--- config.mk ---
export PLATFORM = sky130hd
export DESIGN_NAME = dotted_name_label_encoder
export DESIGN_NICKNAME = d
export VERILOG_FILES = /design/src/dnle_pkg.sv /design/src/dotted_name_label_encoder.sv /design/src/dnle_cell.sv
export SDC_FILE = /design/constraint.sdc
export NUM_CORES = 1
export LEC_CHECK = 0
export BUFFER_PORTS_ARGS = -buffer_cell sky130_fd_sc_hd__buf_2
export CORE_MARGIN = 5
export CORE_UTILIZATION = 42
export DETAILED_ROUTE_END_ITERATION = 10
export GPL_ROUTABILITY_DRIVEN = 0
export PLACE_DENSITY_LB_ADDON = 0.05
export SLEW_MARGIN = 0
export SYNTH_ARGS = -nofsm -noshare
export SYNTH_HDL_FRONTEND = slang
export SYNTH_SLANG_ARGS = --single-unit
--- constraint.sdc ---
create_clock -name clk -period 2.55 [get_ports clk]
set_input_delay 0.1275 -clock clk [delete_from_list [all_inputs] [get_ports clk]]
set_output_delay 0.1275 -clock clk [all_outputs]
set_load 0.02 [all_outputs]
--- src/dnle_pkg.sv ---
// Shared types and constants for the dotted name label encoder.
// No dependencies; used by dnle_cell and dotted_name_label_encoder.
`default_nettype none

package dnle_pkg;

  localparam int BYTE_W = 8;
  localparam int CNT_W  = 6;

  localparam logic [BYTE_W-1:0] DOT_CHAR  = 8'h2E;
  localparam logic [BYTE_W-1:0] ZERO_BYTE = 8'h00;
  localparam logic [CNT_W-1:0]  CNT_ZERO  = 6'd0;
  localparam logic [CNT_W-1:0]  CNT_ONE   = 6'd1;

  // Commands broadcast to every cell of the label chain.
  typedef struct packed {
    logic load;   // append the incoming character at the first empty cell
    logic shift;  // move every cell one step toward the head
  } cell_ctl_t;

endpackage

`default_nettype wire

--- src/dotted_name_label_encoder.sv ---
// Top level of the dotted name label encoder: sequencer, output register
// and a chain of dnle_cell instances. Depends on dnle_pkg and dnle_cell.
`default_nettype none

// Channel   Direction  Handshake           Payload
// in_       request in in_valid/in_ready   in_char[7:0], in_name_last
// out_      result out out_valid/out_ready out_byte[7:0], out_run_last,
//                                          out_truncated
//
// A plain character that does not end the name is taken and produces nothing. A
// flush emits one result per cycle while out_ready allows: the length octet, each
// label byte shifted out of the head cell, then the empty final label and the
// terminator where they apply. Synchronous active-low reset clears the count, the
// overflow flag and the cell occupancy. A result held by a low out_ready freezes
// the flush; in_ready stays low until the flush is done.

module dotted_name_label_encoder #(
  parameter int LABEL_MAX = 32
) (
  input  wire logic                         clk,
  input  wire logic                         rst_n,
  input  wire logic                         in_valid,
  output logic                              in_ready,
  input  wire logic [dnle_pkg::BYTE_W-1:0]  in_char,
  input  wire logic                         in_name_last,
  output logic                              out_valid,
  input  wire logic                         out_ready,
  output logic      [dnle_pkg::BYTE_W-1:0]  out_byte,
  output logic                              out_run_last,
  output logic                              out_truncated
);

  localparam int CW = dnle_pkg::CNT_W;
  localparam logic [CW-1:0] MAX_CNT = CW'(LABEL_MAX);

  // Sequencer states
  localparam logic [2:0] ST_IDLE  = 3'd0;  // take characters
  localparam logic [2:0] ST_LEN   = 3'd1;  // emit the length octet
  localparam logic [2:0] ST_BYTES = 3'd2;  // shift out label bytes
  localparam logic [2:0] ST_EMPTY = 3'd3;  // emit the empty final label
  localparam logic [2:0] ST_TERM  = 3'd4;  // emit the zero terminator

  logic [2:0]    state_r, state_nxt;
  logic [CW-1:0] cnt_r, cnt_nxt;
  logic          ovf_r, ovf_nxt;
  logic          pend_empty_r, pend_empty_nxt;
  logic          pend_term_r, pend_term_nxt;

  logic                        out_valid_r, out_valid_nxt;
  logic [dnle_pkg::BYTE_W-1:0] out_byte_r, out_byte_nxt;
  logic                        out_run_last_r, out_run_last_nxt;
  logic                        out_truncated_r, out_truncated_nxt;

  dnle_pkg::cell_ctl_t         cell_ctl;
  logic [dnle_pkg::BYTE_W-1:0] cell_byte [LABEL_MAX];
  logic                        cell_full [LABEL_MAX];

  logic       adv;
  logic [2:0] after_label;

  // ---------------------------------------------------------------------
  // Label chain: cell 0 is the head that feeds the output; new characters
  // land in the first empty cell, and each shift pulls every byte forward.
  // ---------------------------------------------------------------------
  for (genvar i = 0; i < LABEL_MAX; i++) begin : g_cell
    logic                        prev_full;
    logic [dnle_pkg::BYTE_W-1:0] next_byte;
    logic                        next_full;

    if (i == 0) begin : g_head
      assign prev_full = 1'b1;
    end else begin : g_body
      assign prev_full = cell_full[i-1];
    end

    if (i == LABEL_MAX - 1) begin : g_tail
      assign next_byte = dnle_pkg::ZERO_BYTE;
      assign next_full = 1'b0;
    end else begin : g_link
      assign next_byte = cell_byte[i+1];
      assign next_full = cell_full[i+1];
    end

    dnle_cell u_cell (
      .clk       (clk),
      .rst_n     (rst_n),
      .ctl       (cell_ctl),
      .in_char   (in_char),
      .prev_full (prev_full),
      .next_byte (next_byte),
      .next_full (next_full),
      .byte_o    (cell_byte[i]),
      .full_o    (cell_full[i])
    );
  end

  // ---------------------------------------------------------------------
  // Sequencer
  // ---------------------------------------------------------------------
  assign in_ready = (state_r == ST_IDLE);

  // The output register can take a new result when empty or being drained.
  assign adv = !out_valid_r || out_ready;

  // Where to go once the label itself is out.
  assign after_label = pend_empty_r ? ST_EMPTY :
                       pend_term_r  ? ST_TERM  : ST_IDLE;

  always_comb begin
    state_nxt         = state_r;
    cnt_nxt           = cnt_r;
    ovf_nxt           = ovf_r;
    pend_empty_nxt    = pend_empty_r;
    pend_term_nxt     = pend_term_r;
    out_valid_nxt     = out_valid_r && !out_ready;
    out_byte_nxt      = out_byte_r;
    out_run_last_nxt  = out_run_last_r;
    out_truncated_nxt = out_truncated_r;
    cell_ctl.load     = 1'b0;
    cell_ctl.shift    = 1'b0;

    case (state_r)
      ST_IDLE: begin
        if (in_valid) begin
          if (in_char == dnle_pkg::DOT_CHAR) begin
            // Flush the label; a trailing dot adds an empty label.
            pend_empty_nxt = in_name_last;
            pend_term_nxt  = in_name_last;
            state_nxt      = ST_LEN;
          end else begin
            // Buffer the character, or drop it and mark the label cut.
            cell_ctl.load = 1'b1;
            if (cnt_r < MAX_CNT) begin
              cnt_nxt = cnt_r + dnle_pkg::CNT_ONE;
            end else begin
              ovf_nxt = 1'b1;
            end
            if (in_name_last) begin
              pend_empty_nxt = 1'b0;
              pend_term_nxt  = 1'b1;
              state_nxt      = ST_LEN;
            end
          end
        end
      end
      ST_LEN: begin
        if (adv) begin
          out_valid_nxt     = 1'b1;
          out_byte_nxt      = dnle_pkg::BYTE_W'(cnt_r);
          out_truncated_nxt = ovf_r;
          out_run_last_nxt  = (cnt_r == dnle_pkg::CNT_ZERO) && !pend_term_r;
          if (cnt_r != dnle_pkg::CNT_ZERO) begin
            state_nxt = ST_BYTES;
          end else begin
            state_nxt = after_label;
            ovf_nxt   = 1'b0;
          end
        end
      end
      ST_BYTES: begin
        if (adv) begin
          out_valid_nxt     = 1'b1;
          out_byte_nxt      = cell_byte[0];
          out_truncated_nxt = ovf_r;
          out_run_last_nxt  = (cnt_r == dnle_pkg::CNT_ONE) && !pend_term_r;
          cell_ctl.shift    = 1'b1;
          cnt_nxt           = cnt_r - dnle_pkg::CNT_ONE;
          if (cnt_r == dnle_pkg::CNT_ONE) begin
            state_nxt = after_label;
            ovf_nxt   = 1'b0;
          end
        end
      end
      ST_EMPTY: begin
        if (adv) begin
          out_valid_nxt     = 1'b1;
          out_byte_nxt      = dnle_pkg::ZERO_BYTE;
          out_truncated_nxt = 1'b0;
          out_run_last_nxt  = 1'b0;
          state_nxt         = ST_TERM;
        end
      end
      ST_TERM: begin
        if (adv) begin
          out_valid_nxt     = 1'b1;
          out_byte_nxt      = dnle_pkg::ZERO_BYTE;
          out_truncated_nxt = 1'b0;
          out_run_last_nxt  = 1'b1;
          state_nxt         = ST_IDLE;
        end
      end
      default: begin
        state_nxt = ST_IDLE;
      end
    endcase
  end

  // Control state
  always_ff @(posedge clk) begin
    if (!rst_n) begin
      state_r      <= ST_IDLE;
      cnt_r        <= dnle_pkg::CNT_ZERO;
      ovf_r        <= 1'b0;
      pend_empty_r <= 1'b0;
      pend_term_r  <= 1'b0;
      out_valid_r  <= 1'b0;
    end else begin
      state_r      <= state_nxt;
      cnt_r        <= cnt_nxt;
      ovf_r        <= ovf_nxt;
      pend_empty_r <= pend_empty_nxt;
      pend_term_r  <= pend_term_nxt;
      out_valid_r  <= out_valid_nxt;
    end
  end

  // Output payload: held while a result waits
  always_ff @(posedge clk) begin
    out_byte_r      <= out_byte_nxt;
    out_run_last_r  <= out_run_last_nxt;
    out_truncated_r <= out_truncated_nxt;
  end

  assign out_valid     = out_valid_r;
  assign out_byte      = out_byte_r;
  assign out_run_last  = out_run_last_r;
  assign out_truncated = out_truncated_r;

`ifndef SYNTH
  // The count never runs past the chain length.
  a_cnt_bound: assert property (@(posedge clk) disable iff (!rst_n)
    cnt_r <= MAX_CNT)
    else $error("label count above LABEL_MAX");

  // Head cell occupancy tracks a nonzero count.
  a_head_full: assert property (@(posedge clk) disable iff (!rst_n)
    cell_full[0] == (cnt_r != dnle_pkg::CNT_ZERO))
    else $error("chain occupancy out of step with label count");

  // A name-ending request always starts a flush.
  a_last_flush: assert property (@(posedge clk) disable iff (!rst_n)
    in_valid && in_ready && in_name_last |=> !in_ready)
    else $error("last character did not start a flush");
`endif

endmodule

`default_nettype wire

--- src/dnle_cell.sv ---
// One cell of the label chain: one buffered byte and its occupancy bit.
// Depends on dnle_pkg.
`default_nettype none

module dnle_cell (
  input  wire logic                         clk,
  input  wire logic                         rst_n,
  input  wire dnle_pkg::cell_ctl_t          ctl,
  input  wire logic [dnle_pkg::BYTE_W-1:0]  in_char,
  input  wire logic                         prev_full,
  input  wire logic [dnle_pkg::BYTE_W-1:0]  next_byte,
  input  wire logic                         next_full,
  output logic      [dnle_pkg::BYTE_W-1:0]  byte_o,
  output logic                              full_o
);

  logic [dnle_pkg::BYTE_W-1:0] byte_r;
  logic                        full_r;

  // Occupancy is control state; the byte is payload and needs no reset.
  always_ff @(posedge clk) begin
    if (!rst_n) begin
      full_r <= 1'b0;
    end else if (ctl.shift) begin
      full_r <= next_full;
    end else if (ctl.load && prev_full && !full_r) begin
      full_r <= 1'b1;
    end
  end

  always_ff @(posedge clk) begin
    if (ctl.shift) begin
      byte_r <= next_byte;
    end else if (ctl.load && prev_full && !full_r) begin
      byte_r <= in_char;
    end
  end

  assign byte_o = byte_r;
  assign full_o = full_r;

endmodule

`default_nettype wire
---- Word level (Yosys, flattened, before mapping) ----
Index checks and enable logic that the tools add are counted.
cells by class
  add/sub/neg operators ................... 2
  order comparisons ....................... 1
  multiplexer cells ....................... 171
  bitwise operators ....................... 1
  reduce and logical (&&, ||, !) cells .... 153
  eq/ne operators ......................... 19
operator list
  cell                                                  number
  two-way mux 8 bit                                     65
  two-way mux 1 bit                                     85
  nonzero test 2 bit                                    34
  logical AND 1 bit                                     66
  zero test 1 bit                                       35
  two-way mux 3 bit                                     11
  two-way mux 6 bit                                     4
  one-hot mux 8 bit (3 select lines)                    1
  != test 2 bit (second input constant)                 9
  one-hot mux 3 bit (5 select lines)                    1
  one-hot mux 6 bit (2 select lines)                    1
  AND reduction 5 bit                                   2
  equality test 8 x 6 -> 1 bit (second input constant)  1
  AND reduction 8 bit                                   1
  AND reduction 7 bit                                   1
  adder 6 x 1 -> 6 bit (second input constant)          1
  equality test 3 x 2 -> 1 bit (second input constant)  2
  equality test 6 x 1 -> 1 bit (second input constant)  1
  zero test 6 bit                                       1
  less-than comparator 6 bit (second input constant)    1
  != test 2 x 1 -> 1 bit (second input constant)        3
  AND reduction 3 bit                                   2
  nonzero test 3 bit                                    2
  nonzero test 6 bit                                    1
  14 further kinds                                      16
word-level totals
  input bits .............................. 13
  flip-flop bits (word level) ............. 311

---- Longest topological paths before layout ----
Gate-level depths: netlist (run 1).
  depth after elaboration ................. 8
  gate-level depth with buffers ........... 7

---- Modules after synthesis ----
A second synthesis (run 1) with hierarchy kept.
second synthesis, totals
  cells, all modules ...................... 926
  area, all modules ....................... 14197.4 sq um
by module, submodules not included
  module                     area an instance (sq um)  cells an instance  instances
  dnle_cell                  399.1                     24                 32
  dotted_name_label_encoder  1425.1                    158                1

---- Worst setup path before layout (run 1) ----
Ideal clock, no wire load.
  path kind ............................... reg-to-reg
  start ................................... register state_r[2]
  end ..................................... register g_cell[10].u_cell.byte_r (netlist bit g_cell[10].u_cell.byte_o[0]), enable pin
  arrival ................................. 1.763 ns
  period minus slack after synthesis ...... 2.147 ns
  stages on the path, launching flop included .. 5
  library setup time ...................... 0.384 ns
  buffers on the path ..................... 0
  data required time ...................... 2.166 ns
  setup slack ............................. 0.403 ns
  path through ............................ dfxtp_1 > or4b_4 > a21oi_4 > nand2_1 > o21ai_0
between the ends
  word-level cells in the longest chain between the ends .. 5
  elaborated cells between the ends (all ways) .. 7
ends and longest elaborated chain
  item                                     line                              text
  start: declaration                       dotted_name_label_encoder.sv:43   logic [2:0] state_r, state_nxt;
  start signal: assignment                 dotted_name_label_encoder.sv:208  state_r <= state_nxt;
  zero test 3 bit                          dotted_name_label_encoder.sv:122  case (state_r)
  two-way mux 1 bit                        dotted_name_label_encoder.sv:122
  logical AND 1 bit (2 in a row)           dnle_cell.sv:34                   end else if (ctl.load && prev_full && !full_r) begin
  nonzero test 2 bit (no source line) (*)  n/a
  end signal: assignment                   dnle_cell.sv:33                   byte_r <= next_byte;
  end signal: assignment                   dnle_cell.sv:35                   byte_r <= in_char;
  end: declaration                         dnle_cell.sv:17                   logic [dnle_pkg::BYTE_W-1:0] byte_r;
Mark *: on every way between the ends. The rest lies on a longest branch, timed or not.
A chain may end at the register's enable or synchronous reset.

---- Final worst setup path (run 1) ----
  start ................................... register state_r[2]
  end ..................................... register g_cell[31].u_cell.byte_r (netlist bit g_cell[31].u_cell.byte_o[0])
between the ends
  word-level cells in the longest chain between the ends .. 4
  elaborated cells between the ends (all ways) .. 6
ends and longest elaborated chain
  item                            line
  zero test 3 bit                 dotted_name_label_encoder.sv:122
  two-way mux 1 bit               dotted_name_label_encoder.sv:122
  logical AND 1 bit (2 in a row)  dnle_cell.sv:34
  end signal: assignment          dnle_cell.sv:33
  end signal: assignment          dnle_cell.sv:35
  end: declaration                dnle_cell.sv:17
Parallel ways exist; a longest one is shown, timed or not.

==> results.yml, run 1 <==
sta:
  setup_viol_count_final: 0
  post-route-period-util_pct: 83.7
  fin_tns_setup_ps: 0
  fin_skew_ps: 14.0
  slew_headroom_pct: 57.7
  maxSlewViolCount: 0
  worst_slack_ps: 415
  fin_hold_ws_ps: 70.5
  finalHoldViolCount: 0
  finalCriticalPeriod_ps: 2140
  tightest_slew_ps: 634
  rsz0062_at_grt: "false"
  timing.fmax_mhz: 468
clock_tree:
  clock-sinks: 311
  cts_tree: "yes"
  cts_root_buf: "clkbuf_16"
  path_clk_slew_ps: 60
  cts-buffers-inserted: 35
  cts-htree-levels: 2
  clock_latency_ps: 510
  cts_setup_buffers: 0
  ctsResizeCount: 0
  cts-hold-fix-buffers: 11
  clock_path_buffers: 3
placement:
  dp_slack_ps: 424
  dpl_cell_area_sq_um: 13400
  port_buffers: 24
  dp_hpwl_microns: 15100
routing:
  final_antenna_net_count: 0
  drt-total-wl_microns: 25100
  drc: 0
  drt_pre_antenna_iters: 4
  wire_per_inst_microns: 17.9
  drtIter0Drc: 441
  vias: 7589
  post_drt_via_cell_ratio: 5.41
outcome:
  status: "complete, no violations"
final_layout:
  syn_to_final_growth_pct: 14.6
  mostFrequentLayoutCells: "258 x edfxtp_1, 248 x a21o_1, 54 x nor2_1"
  mostFrequentLayoutCell: "edfxtp_1"
  antenna_cells: 0
  nNetsFinal: 1006
  drive_gt1_share_pct: 13.1
  final_area_sq_um: 14600
floorplanning:
  num_rows: 63
  dieArea_sq_um: 33800
  fp.dieW_microns: 184
  pin_count: 25
  core_sq_um: 29800
  start_util_pct: 42.7
  dieHeight_microns: 184
grt:
  antenna_found_initial: 0
  grt_use_total_pct: 15.0
  grt_pass1_wl_microns: 41500
  grt_max_degree: 114
  grt_overflow: 0
  grt_pass1_vias: 7675
logic_synthesis:
  syn_area_per_cell_sq_um: 13.4
  ys_ff_latch: 311
  synthCells: 952
  synth_cell_types: 44
  ys.flop_type: "edfxtp_1"
  synth_edf_count: 258
  ys_seq_area_share_pct: 69.3
  synth_async_sr_flop_share_pct: 0
  yosysWarnings: 0
  synth_area_sq_um: 12700
  synth_fp_nets: 969
setup_path:
  required_ps: 2930
  start_kind: "flop"
  path_class: "reg2reg"
  critPathArrivalTime_ps: 2510
  cp_max_fo: 34
  critPathCaptureType: "flop"
pwr:
  ir_worst_vdd_v: 0.000499
  power_w: 0.0122
  power_density_nw_per_um2: 838
  leakage_nw: 6.11
worst_hold_path:
  worstHoldPathType: "in2reg"
run:
  max_cap_violations: 0
==> Yosys cell counts, types with 2 or more instances <==
| library cell | n | area [sq um] |
|---|---|---|
| nand2_1 | 42 | 158 |
| mux2i_1 | 9 | 90.1 |
| nor3b_1 | 2 | 15.0 |
| xnor2_1 | 4 | 35.0 |
| dfxtp_1 | 53 | 1060 |
| nand3_1 | 6 | 30.0 |
| nor2_1 | 54 | 203 |
| o21a_1 | 4 | 30.0 |
| o21ai_1 | 30 | 150 |
| clkbuf_1 | 53 | 199 |
| edfxtp_1 | 258 | 7750 |
| nand4_1 | 3 | 18.8 |
| buf_2 | 35 | 175 |
| a21o_1 | 248 | 1860 |
| nor2b_1 | 7 | 43.8 |
| nand4b_1 | 2 | 17.5 |
| a22o_1 | 7 | 61.3 |
| ha_1 | 4 | 50.1 |
| a22oi_1 | 4 | 30.0 |
| o21ai_0 | 40 | 200 |
| nor3_1 | 10 | 50.1 |
| a21oi_1 | 38 | 190 |
| and2_1 | 8 | 50.1 |
| inv_1 | 4 | 15.0 |
| a31oi_1 | 5 | 31.3 |
| and2_0 | 4 | 25.0 |
==> per-layer routing <==
| metal | share of wire (%) | track usage [%] |
|---|---|---|
| met1 | 48 | 21.9 |
| met2 | 46 | 23.3 |
| met3 | 3.9 | 2.51 |
| met4 | 2.2 | 4.20 |
| met5 | 0 | 0 |
==> worst max-delay path, stage by stage (launching register included) <==
cell and delay, ps:
dfxtp_1 320, or4b_4 580, a21oi_4 160, buf_12 210
nand3b_1 390, mux2i_1 290, nor2_1 60
==> worst paths after layout <==
| check | startpoint | to | slack (ps) | cells after the start |
|---|---|---|---|---|
| max reg2reg | state_r[2]$_SDFFE_PN0P_ | g_cell[31].u_cell.byte_o[0]$_SDFFE_PP0P_ | 410 | 6 |
| min reg2reg | g_cell[0].u_cell.full_o$_SDFFE_PN0P_ | g_cell[1].u_cell.full_o$_SDFFE_PN0P_ | 500 | 2 |
| max | state_r[2]$_SDFFE_PN0P_ | g_cell[31].u_cell.byte_o[0]$_SDFFE_PP0P_ | 410 | 6 |
| min | in_valid | pend_empty_r$_SDFFE_PN0P_ | 70 | 4 |
==> registers in the layout (all words and copies together) (netlist names), 3 cells and up <==
name and flops:
state_r 3, g_cell.u_cell.byte_o 256, g_cell.u_cell.full_o 32, cnt_r 6, out_byte 8
==> kinds of logic (layout without fill, tap and decap cells) <==
group / Yosys count / count (layout) / synth area share (%)
AO/OA/AOI/OAI: 383 / 383 / 20.6
flip-flops: 311 / 311 / 69.3
AND/OR/NAND/NOR: 147 / 147 / 5.54
buffers and inverters: 93 / 153 / 3.09
multiplexers: 9 / 9 / 0.709
XOR/XNOR: 5 / 5 / 0.345
adder cells (fa/ha/maj): 4 / 4 / 0.394
==> through the flow <==
stage               std cells  utilization, %
finish                   1402            48.9
global route             1402            48.9
CTS                      1402            48.9
detailed placement       1331            45.0
global placement         1331            45.0
floorplan                 952               -
==> power by group <==
| part | internal [W] | leakage [nW] | switching (W) |
|---|---|---|---|
| combinational | 0.000558 | 2.83 | 0.000828 |
| sequential | 0.00605 | 2.77 | 0.000199 |
| clock | 0.00263 | 0.507 | 0.00194 |
==> area by class of cell <==
cell class	instances	area [sq um]
Clock buffer	47	952
Clock inverter	13	86.3
Fill cell	2596	15200
Inverter	4	15.0
Multi-Input combinational cell	548	3520
Sequential cell	311	8810
Tap cell	390	488
Timing Repair Buffer	89	698
Power figures use the tool's default switching activity.
==> run 2: changes to the inputs <==
ABC_AREA = 1   (was default)
clock period = 1.9 ns   (was 2.55 ns; I/O delays follow)
==> run 2 against run 1 <==
Compared with the run above:
- global-route usage rose by 0.11 points
- combinational power rose by 25%
- sequential share of layout area fell by 2.9 points
- via count rose by 13%
- design area rose by 5.0%
- clock skew fell by 6.4 ps
- critical path type unchanged
==> results.yml, run 2 <==
run:
  max_cap_violations: 0
worst_hold_path:
  worstHoldPathType: "in2reg"
  min_path_cells: 5
  hold_end: "state_r[2]$_SDFFE_PN0P_"
  min_from: "out_ready"
final_layout:
  final-seq-area_sq_um: 8810
  mostFrequentLayoutCells: "611 x nand2_1, 258 x edfxtp_1, 89 x inv_1"
  largest_register_ffs: 256
  final_area_sq_um: 15300
  multiInputGateArea_sq_um: 3680
  fill_cells: 2853
  antenna_cells: 0
  nNetsFinal: 1355
  syn_to_final_growth_pct: 15.5
  drive_gt1_share_pct: 13.8
  mostFrequentLayoutCell: "nand2_1"
grt:
  antenna_found_initial: 0
  grt_pass1_vias: 8493
  grt_pass1_wl_microns: 44200
  grt_max_degree: 88
  grt_use_total_pct: 15.1
  grt_overflow: 0
setup_path:
  required_ps: 2110
  path_class: "reg2reg"
  r2r_setup_slack_ps: 120
  start_kind: "flop"
  critPathCaptureType: "flop"
  cp_max_fo: 24
  r2r-start: "state_r[1]$_SDFFE_PN0P_"
  reg2reg_depth: 6
  r2r-end: "g_cell[17].u_cell.byte_o[5]$_DFFE_PP_"
  critPathArrivalTime_ps: 1990
sta:
  fin_skew_ps: 7.53
  setup_viol_count_final: 0
  finalCriticalPeriod_ps: 1780
  tightest_slew_ps: 514
  maxSlewViolCount: 0
  timing.fmax_mhz: 561
  worst_slack_ps: 117
  rsz0062_at_grt: "false"
  post-route-period-util_pct: 93.8
  finalHoldViolCount: 0
  slew_headroom_pct: 65.7
placement:
  dp_hpwl_microns: 15900
  port_buffers: 24
  dpl_cell_area_sq_um: 14100
  dp_slack_ps: 85.2
clock_tree:
  path_clk_slew_ps: 60
  cts_root_buf: "clkbuf_16"
  cts-htree-levels: 2
  clock_latency_ps: 500
  clock_path_buffers: 3
  cts-buffers-inserted: 36
  cts_tree: "yes"
  clock-sinks: 311
  cts_setup_buffers: 0
logic_synthesis:
  synth_most_common_cell: "nand2_1"
  synth.top_cells.by_count: "611 x nand2_1, 258 x edfxtp_1, 90 x inv_1"
  yosys-top-cells-area: "edfxtp_1 58%, nand2_1 17%, dfxtp_1 8.0%"
  synth_async_sr_flop_share_pct: 0
  synth_area_sq_um: 13200
  ys.flop_type: "edfxtp_1"
  synth_edf_count: 258
  synth_fp_nets: 1298
  synthCells: 1281
  syn_area_per_cell_sq_um: 10.3
  yosys.area.top_type: "edfxtp_1"
  ys_ff_latch: 311
  synth_cell_types: 32
  netlist.area_leader.share_pct: 58.5
  yosysWarnings: 0
  ys_seq_area_share_pct: 66.5
floorplanning:
  num_rows: 65
  pin_count: 25
  start_util_pct: 42.3
  dieHeight_microns: 188
  dieArea_sq_um: 35200
  core_sq_um: 31300
  fp.dieW_microns: 188
pwr:
  ir_worst_vdd_v: 0.000523
  power_density_nw_per_um2: 1050
  leakage_nw: 6.14
routing:
  post_drt_via_cell_ratio: 4.86
  vias: 8561
  drt-total-wl_microns: 26700
  drtIter0Drc: 525
  drt_pre_antenna_iters: 4
  drc: 0
  wire_per_inst_microns: 15.2
  final_antenna_net_count: 0
outcome:
  status: "complete, no violations"
[run 2: cell count changes after synthesis, moves of 11 or more]
cell	delta
a21oi_1	+15
inv_1	+86
nand2_1	+569
o211ai_2	+30
a21o_1	-248
o21ai_0	-31
o21ai_1	-26
nand3_1	+11
buf_4	+21
nor2_1	-35
clkbuf_1	-47
o31ai_1	+30
[run 2: worst max-delay path by stage]
stage	start	depth (start not counted)	end
2_1_floorplan	state_r[1]$_SDFFE_PN0P_	7	g_cell[10].u_cell.byte_o[0]$_DFFE_PP_
3_3_place_gp	state_r[2]$_SDFFE_PN0P_	7	g_cell[24].u_cell.byte_o[5]$_DFFE_PP_
3_5_place_dp	state_r[2]$_SDFFE_PN0P_	7	g_cell[22].u_cell.byte_o[2]$_DFFE_PP_
4_1_cts	state_r[2]$_SDFFE_PN0P_	7	g_cell[22].u_cell.byte_o[5]$_DFFE_PP_
5_1_grt	state_r[1]$_SDFFE_PN0P_	7	g_cell[0].u_cell.full_o$_SDFFE_PN0P_
6_report	state_r[1]$_SDFFE_PN0P_	6	g_cell[17].u_cell.byte_o[5]$_DFFE_PP_
[run 2: cells by family (layout without fill, tap and decap cells)]
logic type | count (synthesis) | count (layout) | synth area share [%]
AO/OA/AOI/OAI | 128 | 128 | 7.13
XOR/XNOR | 3 | 3 | 0.198
adder cells (fa/ha/maj) | 4 | 4 | 0.378
buffers and inverters | 170 | 250 | 6.04
flip-flops | 311 | 311 | 66.5
AND/OR/NAND/NOR | 665 | 665 | 19.8
[run 2: layout make-up]
cell class / count / share of cell area [%]
multi-input cells: 800 / 24.1
well taps: 402 / 3.29
clock inverters: 8 / 0.434
inverters: 95 / 2.35
clock buffers: 53 / 6.45
flip-flops and latches: 311 / 57.6
repair buffers: 94 / 5.82
[run 2: per-stage QoR]
step | cells | power [W] | hold slack, ps | TNS (ps) | util, %
after floorplan | 1281 | 0.00938 | 216 | -55940 | -
after global placement | 1692 | 0.00996 | 385 | 0 | 45.0
after detailed placement | 1692 | 0.00996 | 386 | 0 | 45.0
after CTS | 1763 | 0.0163 | 54.9 | 0 | 48.6
after global routing | 1763 | 0.0169 | 80.0 | 0 | 48.9
final | 1763 | 0.0161 | 79.4 | 0 | 48.9
[run 2: what timing repair did]
action                     4_1_cts  5_1_grt
setup endpoints to repair        0      150
resized for setup                0       15
hold endpoints to repair        14        0
hold buffers                    10        0
[run 2: power breakdown]
| group | total [W] | internal (W) | switching, W |
|---|---|---|---|
| logic | 0.00174 | 0.000590 | 0.00115 |
| registers | 0.00810 | 0.00794 | 0.000161 |
| clock network | 0.00625 | 0.00372 | 0.00254 |
| total | 0.0161 | 0.0122 | 0.00385 |
[run 2: per-layer routing]
layer  GRT usage (%)  vias up  routed length, microns
li1                -     4314                       -
met1            21.2     4122                   13000
met2            24.4       80                   12400
met3            2.62       45                     811
met4            4.18        0                     570
met5               0        -                       0
[run 2: worst max-delay path: stages, from the launching register on]
cell,delay [ps]
dfxtp_1,460
nand3_4,180
nor2_8,180
inv_4,140
buf_12,200
o31ai_1,80
buf_4,210
==> run 3: changes to the inputs <==
CORE_UTILIZATION = 56   (was 42)
==> run 3 against run 2 <==
Compared with the run above:
- count of clock-buffer cells in the layout shrank 9
- wire length is 4.1% lower
- combinational power about the same
- sequential cell count did not move
- largest cell class unchanged
- highest routed layer unchanged
==> results.yml, run 3 (synthesis gave the netlist of run 2 again) <==
outcome:
  status: "complete, no violations"
sta:
  slew_headroom_pct: 64.8
  finalHoldViolCount: 0
  setup_viol_count_final: 0
  rsz0062_at_grt: "false"
  timing.fmax_mhz: 556
  fin_skew_ps: 13.6
  tightest_slew_ps: 529
  maxSlewViolCount: 0
  post-route-period-util_pct: 94.7
  finalCriticalPeriod_ps: 1800
setup_path:
  start_kind: "flop"
  path_class: "reg2reg"
  critPathCaptureType: "flop"
  required_ps: 2170
  cp_max_fo: 45
  critPathArrivalTime_ps: 2070
pwr:
  power_w: 0.0161
  power_density_nw_per_um2: 1060
  p_int_w: 0.0123
  power.switching_w: 0.00384
  clockPowerShare_pct: 39.0
  leakage_nw: 6.15
  share_seq_of_total_power_pct: 50.3
  ir_worst_vdd_v: 0.000873
  swShare_pct: 23.8
  comb_power_share_pct: 10.7
floorplanning:
  dieHeight_microns: 164
  start_util_pct: 56.6
  dieArea_sq_um: 26800
  fp.dieW_microns: 164
  pin_count: 25
  num_rows: 56
  core_sq_um: 23400
routing:
  drt-total-wl_microns: 25600
  drc: 0
  drtIter0Drc: 692
  final_antenna_net_count: 0
  vias: 8624
  drt_pre_antenna_iters: 5
  wire_per_inst_microns: 15.3
  post_drt_via_cell_ratio: 5.14
grt:
  antenna_found_initial: 0
  grt_max_degree: 124
  grt_pass1_vias: 8184
  grt_use_total_pct: 19.8
  grt_pass1_wl_microns: 42800
  grt_overflow: 0
clock_tree:
  cts-buffers-inserted: 31
  cts-htree-levels: 1
  clock_path_buffers: 3
  clock-sinks: 311
  clock_latency_ps: 560
  path_clk_slew_ps: 70
  cts_setup_buffers: 0
  cts_root_buf: "clkbuf_16"
  cts_tree: "yes"
final_layout:
  largest_register_ffs: 256
  drive_gt1_share_pct: 14.0
  antenna_cells: 0
  mostFrequentLayoutCells: "611 x nand2_1, 258 x edfxtp_1, 90 x inv_1"
  mostFrequentLayoutCell: "nand2_1"
  syn_to_final_growth_pct: 14.3
  nNetsFinal: 1352
  fill_cells: 1903
  multiInputGateArea_sq_um: 3650
  final_area_sq_um: 15100
  final-seq-area_sq_um: 8810
placement:
  dp_hpwl_microns: 15600
  dpl_cell_area_sq_um: 14000
  port_buffers: 24
worst_hold_path:
  worstHoldPathType: "in2reg"
run:
  max_cap_violations: 0
==> run 3: changes by cell type in the layout (fill, tap and decap cells not counted), sizes merged <==
cell	previous run	this run
clkinv	6	7
bufinv	1	3
clkinvlp	1	2
buf	84	86
inv	95	97
clkbuf	53	44
==> run 3: path summary, 6_finish.rpt <==
path,startpoint,endpoint,slack [ps],cells past startpoint
setup / recovery,state_r[2]$_SDFFE_PN0P_,g_cell[20].u_cell.byte_o[5]$_DFFE_PP_,100,7
hold / removal,out_ready,state_r[2]$_SDFFE_PN0P_,30,5
setup reg to reg,state_r[2]$_SDFFE_PN0P_,g_cell[20].u_cell.byte_o[5]$_DFFE_PP_,100,7
hold reg to reg,g_cell[31].u_cell.byte_o[7]$_SDFFE_PP0P_,g_cell[31].u_cell.byte_o[7]$_SDFFE_PP0P_,470,2
==> run 3: final cells by class <==
| class | instances | share of cell area [%] |
|---|---|---|
| Clock inverter | 14 | 1.02 |
| Clock buffer | 44 | 6.04 |
| Tap cell | 319 | 2.64 |
| Inverter | 95 | 2.37 |
| Multi-Input combinational cell | 800 | 24.1 |
| Timing Repair Buffer | 96 | 5.68 |
| Sequential cell | 311 | 58.2 |
==> run 3: repair_timing <==
action                                 CTS  global route
hold buffers                            10             0
endpoints found under the hold margin   14             0
setup endpoints to repair                0            21
gates resized for setup                  0             3
==> run 3: layer usage <==
layer,vias to the layer above,track usage (%),part of all wire [%]
li1,4311,-,-
met1,4100,30.2,49
met2,168,30.6,45
met3,45,2.53,4.6
met4,0,4.88,2.1
met5,-,0,0
==> run 3: through the flow <==
step,worst slack [ps],util (%),hold slack (ps),TNS (ps),cells
2_1_floorplan,-232,-,216,-55940,1281
3_3_place_gp,86.5,59.7,375,0,1611
3_5_place_dp,47.0,59.7,379,0,1611
4_1_cts,40.0,64.7,6.13,0,1679
5_1_grt,3.85,64.7,34.6,0,1679
6_report,101,64.7,34.4,0,1679
==> run 3: power groups by stage <==
stage | clock (W) | sequential (W) | combinational, W
floorplan | 0 | 0.00825 | 0.00113
global placement | 0 | 0.00824 | 0.00169
detailed placement | 0 | 0.00824 | 0.00171
CTS | 0.00642 | 0.00810 | 0.00174
global route | 0.00673 | 0.00813 | 0.00193
finish | 0.00628 | 0.00810 | 0.00172
==> run 3: worst max-delay path, stage by stage (launching register included) <==
cell,delay (ps)
dfxtp_1,350
nor2_4,130
nand2_2,100
nor2_4,100
nand2_2,90
buf_12,200
o31ai_1,270
buf_4,220
